File: config.mk
export PLATFORM = sky130hd
export DESIGN_NAME = bit_aligned_copy_shifter
export DESIGN_NICKNAME = d
export VERILOG_FILES = /design/src/rtl/bacs_pkg.sv /design/src/rtl/bacs_front.sv /design/src/rtl/bacs_queue.sv /design/src/rtl/bacs_back.sv /design/src/rtl/bit_aligned_copy_shifter.sv
export SDC_FILE = /design/constraint.sdc
export NUM_CORES = 1
export LEC_CHECK = 0
export ABC_AREA = 1
export BUFFER_PORTS_ARGS = -buffer_cell sky130_fd_sc_hd__clkbuf_2
export CAP_MARGIN = 10
export CORE_UTILIZATION = 61
export CTS_CLUSTER_SIZE = 24
export DETAILED_ROUTE_END_ITERATION = 16
export PLACE_DENSITY = 0.79
export SYNTH_ARGS = -nofsm -noshare
export SYNTH_HDL_FRONTEND = slang
export SYNTH_SLANG_ARGS = --single-unit
File: constraint.sdc
create_clock -name clk -period 16.06 [get_ports clk]
set_clock_uncertainty 0.1 [all_clocks]
set_input_delay 3.212 -clock clk [delete_from_list [all_inputs] [get_ports clk]]
set_output_delay 3.212 -clock clk [all_outputs]
set_load 0.005 [all_outputs]
File: src/rtl/bacs_pkg.sv
// ----------------------------------------------------------------------------
// bacs_pkg
// Types shared by the front end, the result queue and the back end.
// ----------------------------------------------------------------------------
`timescale 1ns / 1ps
`default_nettype none

package bacs_pkg;

    localparam int CFG_IDX_W   = 2;
    localparam int QUEUE_DEPTH = 4;

    // One destination byte with its write mask.
    typedef struct packed {
        logic [7:0] dst_byte;
        logic [7:0] write_mask;
        logic       last;
    } result_t;

    // Results caused by one source byte: one or two.
    typedef struct packed {
        result_t res0;
        result_t res1;
        logic    two;
    } item_t;

endpackage

`default_nettype wire

File: src/rtl/bacs_front.sv
// ----------------------------------------------------------------------------
// bacs_front
// Configuration registers, transfer state and realignment of source bytes.
// ----------------------------------------------------------------------------
`timescale 1ns / 1ps
`default_nettype none

module bacs_front #(
    parameter int LENGTH_BITS = 24
) (
    input  logic                           clk,
    input  logic                           rst_n,
    input  logic                           cfg_we,
    input  logic [bacs_pkg::CFG_IDX_W-1:0] cfg_index,
    input  logic [LENGTH_BITS-1:0]         cfg_data,
    input  logic                           in_valid,
    output logic                           in_ready,
    input  logic [7:0]                     src_byte,
    input  logic                           q_full,
    output logic                           push,
    output bacs_pkg::item_t                push_item
);
    import bacs_pkg::*;

    localparam logic [CFG_IDX_W-1:0] CFG_SRC_OFF = 2'd0;
    localparam logic [CFG_IDX_W-1:0] CFG_DST_OFF = 2'd1;
    localparam logic [CFG_IDX_W-1:0] CFG_LEN     = 2'd2;

    logic [2:0]             src_off_reg, src_off_next;
    logic [2:0]             dst_off_reg, dst_off_next;
    logic [LENGTH_BITS-1:0] len_reg, len_next;
    logic [7:0]             carry_reg, carry_next;
    logic [3:0]             carry_cnt_reg, carry_cnt_next;
    logic [LENGTH_BITS-1:0] rem_reg, rem_next;
    logic                   first_reg, first_next;

    logic                   arm;
    logic                   in_fire;
    logic                   active;
    logic [2:0]             skip;
    logic [3:0]             avail;
    logic [3:0]             n;
    logic [7:0]             shifted;
    logic [7:0]             val;
    logic [LENGTH_BITS-1:0] rem_dec;
    logic [14:0]            acc;
    logic [14:0]            acc2;
    logic [3:0]             cnt;
    logic [3:0]             cnt2;
    logic                   emit0;
    logic                   flush;
    logic                   first1;
    logic [2:0]             start0;
    logic [2:0]             start1;
    logic [7:0]             byte0;
    logic [7:0]             byte1;
    logic [7:0]             mask0;
    logic [7:0]             mask1;
    result_t                r0;
    result_t                r1;

    assign in_ready = !q_full;
    assign in_fire  = in_valid && in_ready;
    assign active   = (rem_reg != '0);

    always_comb
    begin
        skip    = (rem_reg == len_reg) ? src_off_reg : 3'd0;
        avail   = 4'd8 - {1'b0, skip};
        if (rem_reg < LENGTH_BITS'(avail))
        begin
            n = rem_reg[3:0];
        end
        else
        begin
            n = avail;
        end
        shifted = 8'(src_byte << skip);
        val     = shifted >> (4'd8 - n);
        rem_dec = rem_reg - LENGTH_BITS'(n);
        acc     = ({7'd0, carry_reg} << n) | {7'd0, val};
        cnt     = carry_cnt_reg + n;

        // Full destination byte once eight bits are pending.
        emit0 = cnt[3];
        if (emit0)
        begin
            byte0 = 8'(acc >> (cnt - 4'd8));
            cnt2  = cnt - 4'd8;
            acc2  = acc & ((15'd1 << cnt2) - 15'd1);
        end
        else
        begin
            byte0 = '0;
            cnt2  = cnt;
            acc2  = acc;
        end
        start0 = first_reg ? dst_off_reg : 3'd0;
        mask0  = 8'hFF >> start0;

        // Drain the tail as a left-aligned partial byte.
        flush  = (rem_dec == '0) && (cnt2 != 4'd0);
        first1 = first_reg && !emit0;
        start1 = first1 ? dst_off_reg : 3'd0;
        byte1  = 8'(acc2 << (4'd8 - cnt2));
        mask1  = (8'hFF >> start1) & 8'(8'hFF << (4'd8 - cnt2));

        r0.dst_byte   = byte0 & mask0;
        r0.write_mask = mask0;
        r0.last       = (rem_dec == '0) && (cnt2 == 4'd0);
        r1.dst_byte   = byte1 & mask1;
        r1.write_mask = mask1;
        r1.last       = 1'b1;

        if (emit0)
        begin
            push_item.res0 = r0;
            push_item.res1 = r1;
            push_item.two  = flush;
        end
        else
        begin
            push_item.res0 = r1;
            push_item.res1 = r1;
            push_item.two  = 1'b0;
        end
        push = in_fire && active && (emit0 || flush);
    end

    always_comb
    begin
        src_off_next   = src_off_reg;
        dst_off_next   = dst_off_reg;
        len_next       = len_reg;
        carry_next     = carry_reg;
        carry_cnt_next = carry_cnt_reg;
        rem_next       = rem_reg;
        first_next     = first_reg;
        arm            = 1'b0;
        if (cfg_we)
        begin
            case (cfg_index)
                CFG_SRC_OFF:
                begin
                    src_off_next = cfg_data[2:0];
                    arm          = 1'b1;
                end
                CFG_DST_OFF:
                begin
                    dst_off_next = cfg_data[2:0];
                    arm          = 1'b1;
                end
                CFG_LEN:
                begin
                    len_next = cfg_data;
                    arm      = 1'b1;
                end
                default:
                begin
                    arm = 1'b0;
                end
            endcase
        end
        if (arm)
        begin
            // Start a new transfer; drop anything pending.
            carry_next     = '0;
            carry_cnt_next = {1'b0, dst_off_next};
            rem_next       = len_next;
            first_next     = 1'b1;
        end
        else if (in_fire && active)
        begin
            rem_next       = rem_dec;
            carry_next     = flush ? 8'd0 : acc2[7:0];
            carry_cnt_next = flush ? 4'd0 : cnt2;
            first_next     = first_reg && !emit0 && !flush;
        end
    end

    always_ff @(posedge clk or negedge rst_n)
    begin
        if (!rst_n)
        begin
            src_off_reg   <= '0;
            dst_off_reg   <= '0;
            len_reg       <= '0;
            carry_reg     <= '0;
            carry_cnt_reg <= '0;
            rem_reg       <= '0;
            first_reg     <= 1'b1;
        end
        else
        begin
            src_off_reg   <= src_off_next;
            dst_off_reg   <= dst_off_next;
            len_reg       <= len_next;
            carry_reg     <= carry_next;
            carry_cnt_reg <= carry_cnt_next;
            rem_reg       <= rem_next;
            first_reg     <= first_next;
        end
    end

endmodule

`default_nettype wire

File: src/rtl/bacs_queue.sv
// ----------------------------------------------------------------------------
// bacs_queue
// Short FIFO of result groups between the front end and the back end.
// ----------------------------------------------------------------------------
`timescale 1ns / 1ps
`default_nettype none

module bacs_queue (
    input  logic            clk,
    input  logic            rst_n,
    input  logic            push,
    input  bacs_pkg::item_t push_item,
    input  logic            pop,
    output bacs_pkg::item_t head_item,
    output logic            full,
    output logic            empty
);
    import bacs_pkg::*;

    localparam int PTR_W = $clog2(QUEUE_DEPTH);
    localparam int CNT_W = $clog2(QUEUE_DEPTH + 1);

    item_t            mem_reg [QUEUE_DEPTH];
    logic [PTR_W-1:0] wr_ptr_reg, wr_ptr_next;
    logic [PTR_W-1:0] rd_ptr_reg, rd_ptr_next;
    logic [CNT_W-1:0] cnt_reg, cnt_next;
    logic             do_push;
    logic             do_pop;

    assign full      = (cnt_reg == CNT_W'(QUEUE_DEPTH));
    assign empty     = (cnt_reg == '0);
    assign head_item = mem_reg[rd_ptr_reg];
    assign do_push   = push && !full;
    assign do_pop    = pop && !empty;

    always_comb
    begin
        wr_ptr_next = wr_ptr_reg;
        rd_ptr_next = rd_ptr_reg;
        cnt_next    = cnt_reg;
        if (do_push)
        begin
            wr_ptr_next = (wr_ptr_reg == PTR_W'(QUEUE_DEPTH - 1)) ? '0 : wr_ptr_reg + 1'b1;
        end
        if (do_pop)
        begin
            rd_ptr_next = (rd_ptr_reg == PTR_W'(QUEUE_DEPTH - 1)) ? '0 : rd_ptr_reg + 1'b1;
        end
        if (do_push && !do_pop)
        begin
            cnt_next = cnt_reg + 1'b1;
        end
        else if (do_pop && !do_push)
        begin
            cnt_next = cnt_reg - 1'b1;
        end
    end

    always_ff @(posedge clk)
    begin
        if (do_push)
        begin
            mem_reg[wr_ptr_reg] <= push_item;
        end
    end

    always_ff @(posedge clk or negedge rst_n)
    begin
        if (!rst_n)
        begin
            wr_ptr_reg <= '0;
            rd_ptr_reg <= '0;
            cnt_reg    <= '0;
        end
        else
        begin
            wr_ptr_reg <= wr_ptr_next;
            rd_ptr_reg <= rd_ptr_next;
            cnt_reg    <= cnt_next;
        end
    end

endmodule

`default_nettype wire

File: src/rtl/bacs_back.sv
// ----------------------------------------------------------------------------
// bacs_back
// Output register that hands out queued results one per transfer.
// ----------------------------------------------------------------------------
`timescale 1ns / 1ps
`default_nettype none

module bacs_back (
    input  logic            clk,
    input  logic            rst_n,
    input  bacs_pkg::item_t head_item,
    input  logic            empty,
    output logic            pop,
    output logic            out_valid,
    input  logic            out_ready,
    output logic [7:0]      dst_byte,
    output logic [7:0]      write_mask,
    output logic            last
);
    import bacs_pkg::*;

    logic    out_vld_reg, out_vld_next;
    result_t out_res_reg, out_res_next;
    logic    sec_vld_reg, sec_vld_next;
    result_t sec_res_reg, sec_res_next;
    logic    load;

    assign load = !out_vld_reg || out_ready;
    assign pop  = load && !sec_vld_reg && !empty;

    always_comb
    begin
        out_vld_next = out_vld_reg;
        out_res_next = out_res_reg;
        sec_vld_next = sec_vld_reg;
        sec_res_next = sec_res_reg;
        if (load)
        begin
            if (sec_vld_reg)
            begin
                // Second result of the previous group goes out first.
                out_vld_next = 1'b1;
                out_res_next = sec_res_reg;
                sec_vld_next = 1'b0;
            end
            else if (!empty)
            begin
                out_vld_next = 1'b1;
                out_res_next = head_item.res0;
                sec_vld_next = head_item.two;
                sec_res_next = head_item.res1;
            end
            else
            begin
                out_vld_next = 1'b0;
            end
        end
    end

    always_ff @(posedge clk or negedge rst_n)
    begin
        if (!rst_n)
        begin
            out_vld_reg <= 1'b0;
            sec_vld_reg <= 1'b0;
        end
        else
        begin
            out_vld_reg <= out_vld_next;
            sec_vld_reg <= sec_vld_next;
        end
    end

    always_ff @(posedge clk)
    begin
        out_res_reg <= out_res_next;
        sec_res_reg <= sec_res_next;
    end

    assign out_valid  = out_vld_reg;
    assign dst_byte   = out_res_reg.dst_byte;
    assign write_mask = out_res_reg.write_mask;
    assign last       = out_res_reg.last;

endmodule

`default_nettype wire

File: src/rtl/bit_aligned_copy_shifter.sv
// ----------------------------------------------------------------------------
// bit_aligned_copy_shifter
// Bit-granular copy engine: realigns a source byte stream to a destination
// bit offset and emits masked destination bytes.
// ----------------------------------------------------------------------------
// Usage:
//   Write src_bit_offset (index 0), dst_bit_offset (index 1) and bit_length
//   (index 2) on the cfg port while idle; each write arms a new transfer.
//   Then stream source bytes on in_valid/in_ready, first byte first. Each
//   accepted byte yields zero, one or two destination bytes on
//   out_valid/out_ready with write_mask and last; last marks the final byte.
//   Bytes beyond the copied span, or with a zero length, are taken and
//   dropped.
//   Results of an accepted byte pass through the result queue and then the
//   output register. Throughput: one source byte per cycle; a byte that
//   yields two results holds back the next queue pop until its second
//   result is loaded. A four-entry result queue lets the input keep going
//   while the receiver stalls; in_ready drops only when that queue is full.
//   Reset clears the registers, the queue and the output register; no
//   transfer is armed until a configuration write.
// ----------------------------------------------------------------------------
`timescale 1ns / 1ps
`default_nettype none

module bit_aligned_copy_shifter #(
    parameter int LENGTH_BITS = 24
) (
    input  logic                           clk,
    input  logic                           rst_n,
    input  logic                           cfg_we,
    input  logic [bacs_pkg::CFG_IDX_W-1:0] cfg_index,
    input  logic [LENGTH_BITS-1:0]         cfg_data,
    input  logic                           in_valid,
    output logic                           in_ready,
    input  logic [7:0]                     src_byte,
    output logic                           out_valid,
    input  logic                           out_ready,
    output logic [7:0]                     dst_byte,
    output logic [7:0]                     write_mask,
    output logic                           last
);
    import bacs_pkg::*;

    logic  q_full;
    logic  q_empty;
    logic  push;
    logic  pop;
    item_t push_item;
    item_t head_item;

    bacs_front #(
        .LENGTH_BITS (LENGTH_BITS)
    ) u_front (
        .clk       (clk),
        .rst_n     (rst_n),
        .cfg_we    (cfg_we),
        .cfg_index (cfg_index),
        .cfg_data  (cfg_data),
        .in_valid  (in_valid),
        .in_ready  (in_ready),
        .src_byte  (src_byte),
        .q_full    (q_full),
        .push      (push),
        .push_item (push_item)
    );

    bacs_queue u_queue (
        .clk       (clk),
        .rst_n     (rst_n),
        .push      (push),
        .push_item (push_item),
        .pop       (pop),
        .head_item (head_item),
        .full      (q_full),
        .empty     (q_empty)
    );

    bacs_back u_back (
        .clk        (clk),
        .rst_n      (rst_n),
        .head_item  (head_item),
        .empty      (q_empty),
        .pop        (pop),
        .out_valid  (out_valid),
        .out_ready  (out_ready),
        .dst_byte   (dst_byte),
        .write_mask (write_mask),
        .last       (last)
    );

endmodule

`default_nettype wire

==> impl_metrics.yaml <==
worst_setup_path:
  cp_slowest_cell: "nor2_4"
  endpoint_kind: "register"
  worst-path-buf-inv: 7
  cp.arrival_ns: 7.62
  crit_top_cell: "inv_1"
  timing.critical_path.required_ns: 16.12
  cp-start-kind: "register"
  max_stage_delay_ns: 0.90
  cp_max_fo: 34
  cp_top_family: "simple AND/OR/NAND/NOR gates"
  crit_type: "register to register"
clocking:
  clk_latency_ns: 0.55
  clk_pin_slew_ns: 0.06
  clock-root-buffer: "clkbuf_16"
  cts_hold_buf: 0
  cts.repair.resized: 0
  numCtsBuffers: 25
  htree_levels: 1
  cts_buffer_depth: 3
  clock_sinks: 244
  post_cts_buffers: 0
  cts_tree: "yes"
min_path:
  min_path_type: "register to register"
floorplan:
  die_x_um: 150
  die_area_sq_mm: 0.0226
  fp.dieH_um: 150
  ios: 58
  fp-row-count: 53
  core_area_sq_mm: 0.0213
  start_util: 0.631
routing:
  drc_errors: 0
  num_vias: 10900
  drtAntennaViolNets: 0
  firstDrtPassIters: 5
  vias_per_cell: 5.80
  routed_wirelength_um: 32800
  wire_per_inst_um: 17.4
  drtIter0Drc: 1026
sta:
  rsz0062_at_grt: "no"
  max_slew_margin: 0.228
  finalSetupViolations: 0
  post-route-period-util: 0.471
  max_freq_ghz: 0.132
  fin_crit_ns: 7.57
  hold_violations: 0
  finalMaxSlewViolations: 0
  tightest_slew_ns: 1.15
  fin_tns_setup_ns: 0
  worst_slack_ns: 8.49
logic_synthesis:
  synth_edf_count: 169
  syn_avg_cell_area_sq_um: 8.67
  synth_top_area_share: 0.378
  syn_inst: 1551
  synthTopCellsByArea: "edfxtp_1 (38%), dfrtp_1 (14%), nand2_1 (9.3%)"
  async_flop_share: 0.307
  ys_seq_area_frac: 0.517
  synth_nets: 1613
  synthFlopType: "edfxtp_1"
  synth.distinct_cells: 57
  synth_seq_cells: 244
  netlist.top_cell.by_area: "edfxtp_1"
  syn_area_sq_mm: 0.0134
  yosys_warnings: 0
global_routing:
  grt.busiest_layer: "met2"
  grt_pass1_wl_um: 52500
  grt_use_met2: 0.501
  first_global_vias: 10300
  grt_max_degree: 76
  grtUsageMet1: 0.398
  gr-total-overflow: 0
  antenna_found_initial: 0
  track_usage: 0.298
  met3_usage: 0.0397
final_layout:
  largest_reg_flops: 136
  stdcell_count: 1878
  multi_input_area_sq_mm: 0.00561
  fillers: 1620
  final-seq-area_sq_mm: 0.00695
  drive_above_1_share: 0.124
  syn2layout_area_growth_pct: 9.63
  finalNetCount: 1647
  antenna_cells: 0
placed_design:
  place_ws_ns: 8.59
  dp_hpwl_um: 22200
  gp_congestion: 0.955
  portBuffers: 57
  dp_cells: 1833
pwr:
  p_seq_frac: 0.391
  ir_worst_vdd_v: 0.000103
  swShare: 0.393
  power_mw: 2.61
  p_comb_frac: 0.380
  switchingPower_mw: 1.03
  p_clk_frac: 0.229
  power.internal_mw: 1.59
  power.density_mw_per_mm2: 177
  p_leak_nw: 6.21
status:
  status: "complete, no violations"
job:
  cap_violations: 0
==> power groups by stage <==
stage / registers, mW / clock network [mW] / logic, mW
final: 1.02 / 0.597 / 0.994
after global placement: 1.02 / 0 / 0.960
after floorplan: 1.01 / 0 / 0.706
after CTS: 1.02 / 0.603 / 0.988
after global routing: 1.04 / 0.627 / 1.11
after detailed placement: 1.03 / 0 / 0.980
==> metrics by stage <==
stage / hold slack (ns) / util / instance area (sq um)
4_1_cts: 0.404 / 0.692 / 14700
3_3_place_gp: 0.391 / 0.653 / 13900
5_1_grt: 0.426 / 0.692 / 14700
6_report: 0.402 / 0.692 / 14700
2_1_floorplan: 0.369 / - / 13400
3_5_place_dp: 0.393 / 0.653 / 13900
==> cell type report <==
type,instances,share of cell area
Clock buffer,32,0.0463
Timing Repair Buffer,62,0.0221
Tap cell,275,0.0233
Inverter,176,0.0448
Sequential cell,244,0.472
Clock inverter,13,0.0107
Multi-Input combinational cell,1076,0.381
==> worst paths after layout <==
path                                          start  slack [ns]  cells after the start                endpoint
worst max register to register  u_front.rem_reg[11]        8.49                     28  u_queue.mem_reg[3][26]
min in group asynchronous                     rst_n        2.72                      1     u_front.rem_reg[22]
max in group asynchronous                     rst_n       12.42                      1   u_queue.rd_ptr_reg[0]
worst max-delay path            u_front.rem_reg[11]        8.49                     28  u_queue.mem_reg[3][26]
worst min-delay path             u_queue.cnt_reg[2]        0.40                      1      u_queue.cnt_reg[2]
worst min register to register   u_queue.cnt_reg[2]        0.40                      1      u_queue.cnt_reg[2]
==> Yosys cell counts, types with 5 or more instances <==
cell type,instances
nand2_2,15
clkbuf_1,42
buf_2,7
a21oi_1,21
nand2_4,5
inv_1,152
nand4_1,24
xnor2_1,13
xor2_1,15
nor3_1,11
edfxtp_1,169
nand3b_1,7
dfrtp_1,74
o21ai_0,130
o22ai_1,21
clkinv_1,5
nand2_1,332
mux2_2,16
o21ai_1,21
nand3_1,90
o21ai_2,8
nor2_1,220
a31oi_1,17
nor2_2,7
inv_2,19
nand3_2,8
ha_1,22
o211ai_1,22
o221ai_1,13
==> logic make-up (layout without fill, tap and decap cells) <==
group,count (synthesis),after routing,share of synthesized area
mux,20,20,0.0164
xor+xnor,29,29,0.0203
flops,244,244,0.517
compound gates,265,265,0.116
simple gates,739,739,0.241
fa+ha+maj,23,23,0.0220
buf+inv,231,283,0.0674
==> layout by cell type (no fill, tap or decap), types with 6 or more instances in the layout <==
master / count
nor3_1: 11
nand4_1: 24
inv_2: 19
nand3b_1: 7
inv_1: 152
o21ai_2: 8
nand2_2: 15
clkbuf_16: 25
a31oi_1: 17
nand3_2: 8
a21oi_1: 21
ha_1: 22
xnor2_1: 13
o221ai_1: 13
dfrtp_1: 73
o21ai_0: 130
nand2_1: 332
mux2_2: 16
xor2_1: 15
nand3_1: 90
buf_4: 6
o21ai_1: 21
clkbuf_2: 56
o22ai_1: 21
clkinv_1: 7
nor2_2: 7
nor2_1: 216
edfxtp_1: 169
o211ai_1: 22
==> per-layer routing <==
layer / wire, um / up-vias
li1: - / 5293
met1: 13800 / 5044
met2: 15800 / 460
met3: 2310 / 88
met4: 947 / 0
met5: 0 / -
Power figures use the tool's default switching activity.
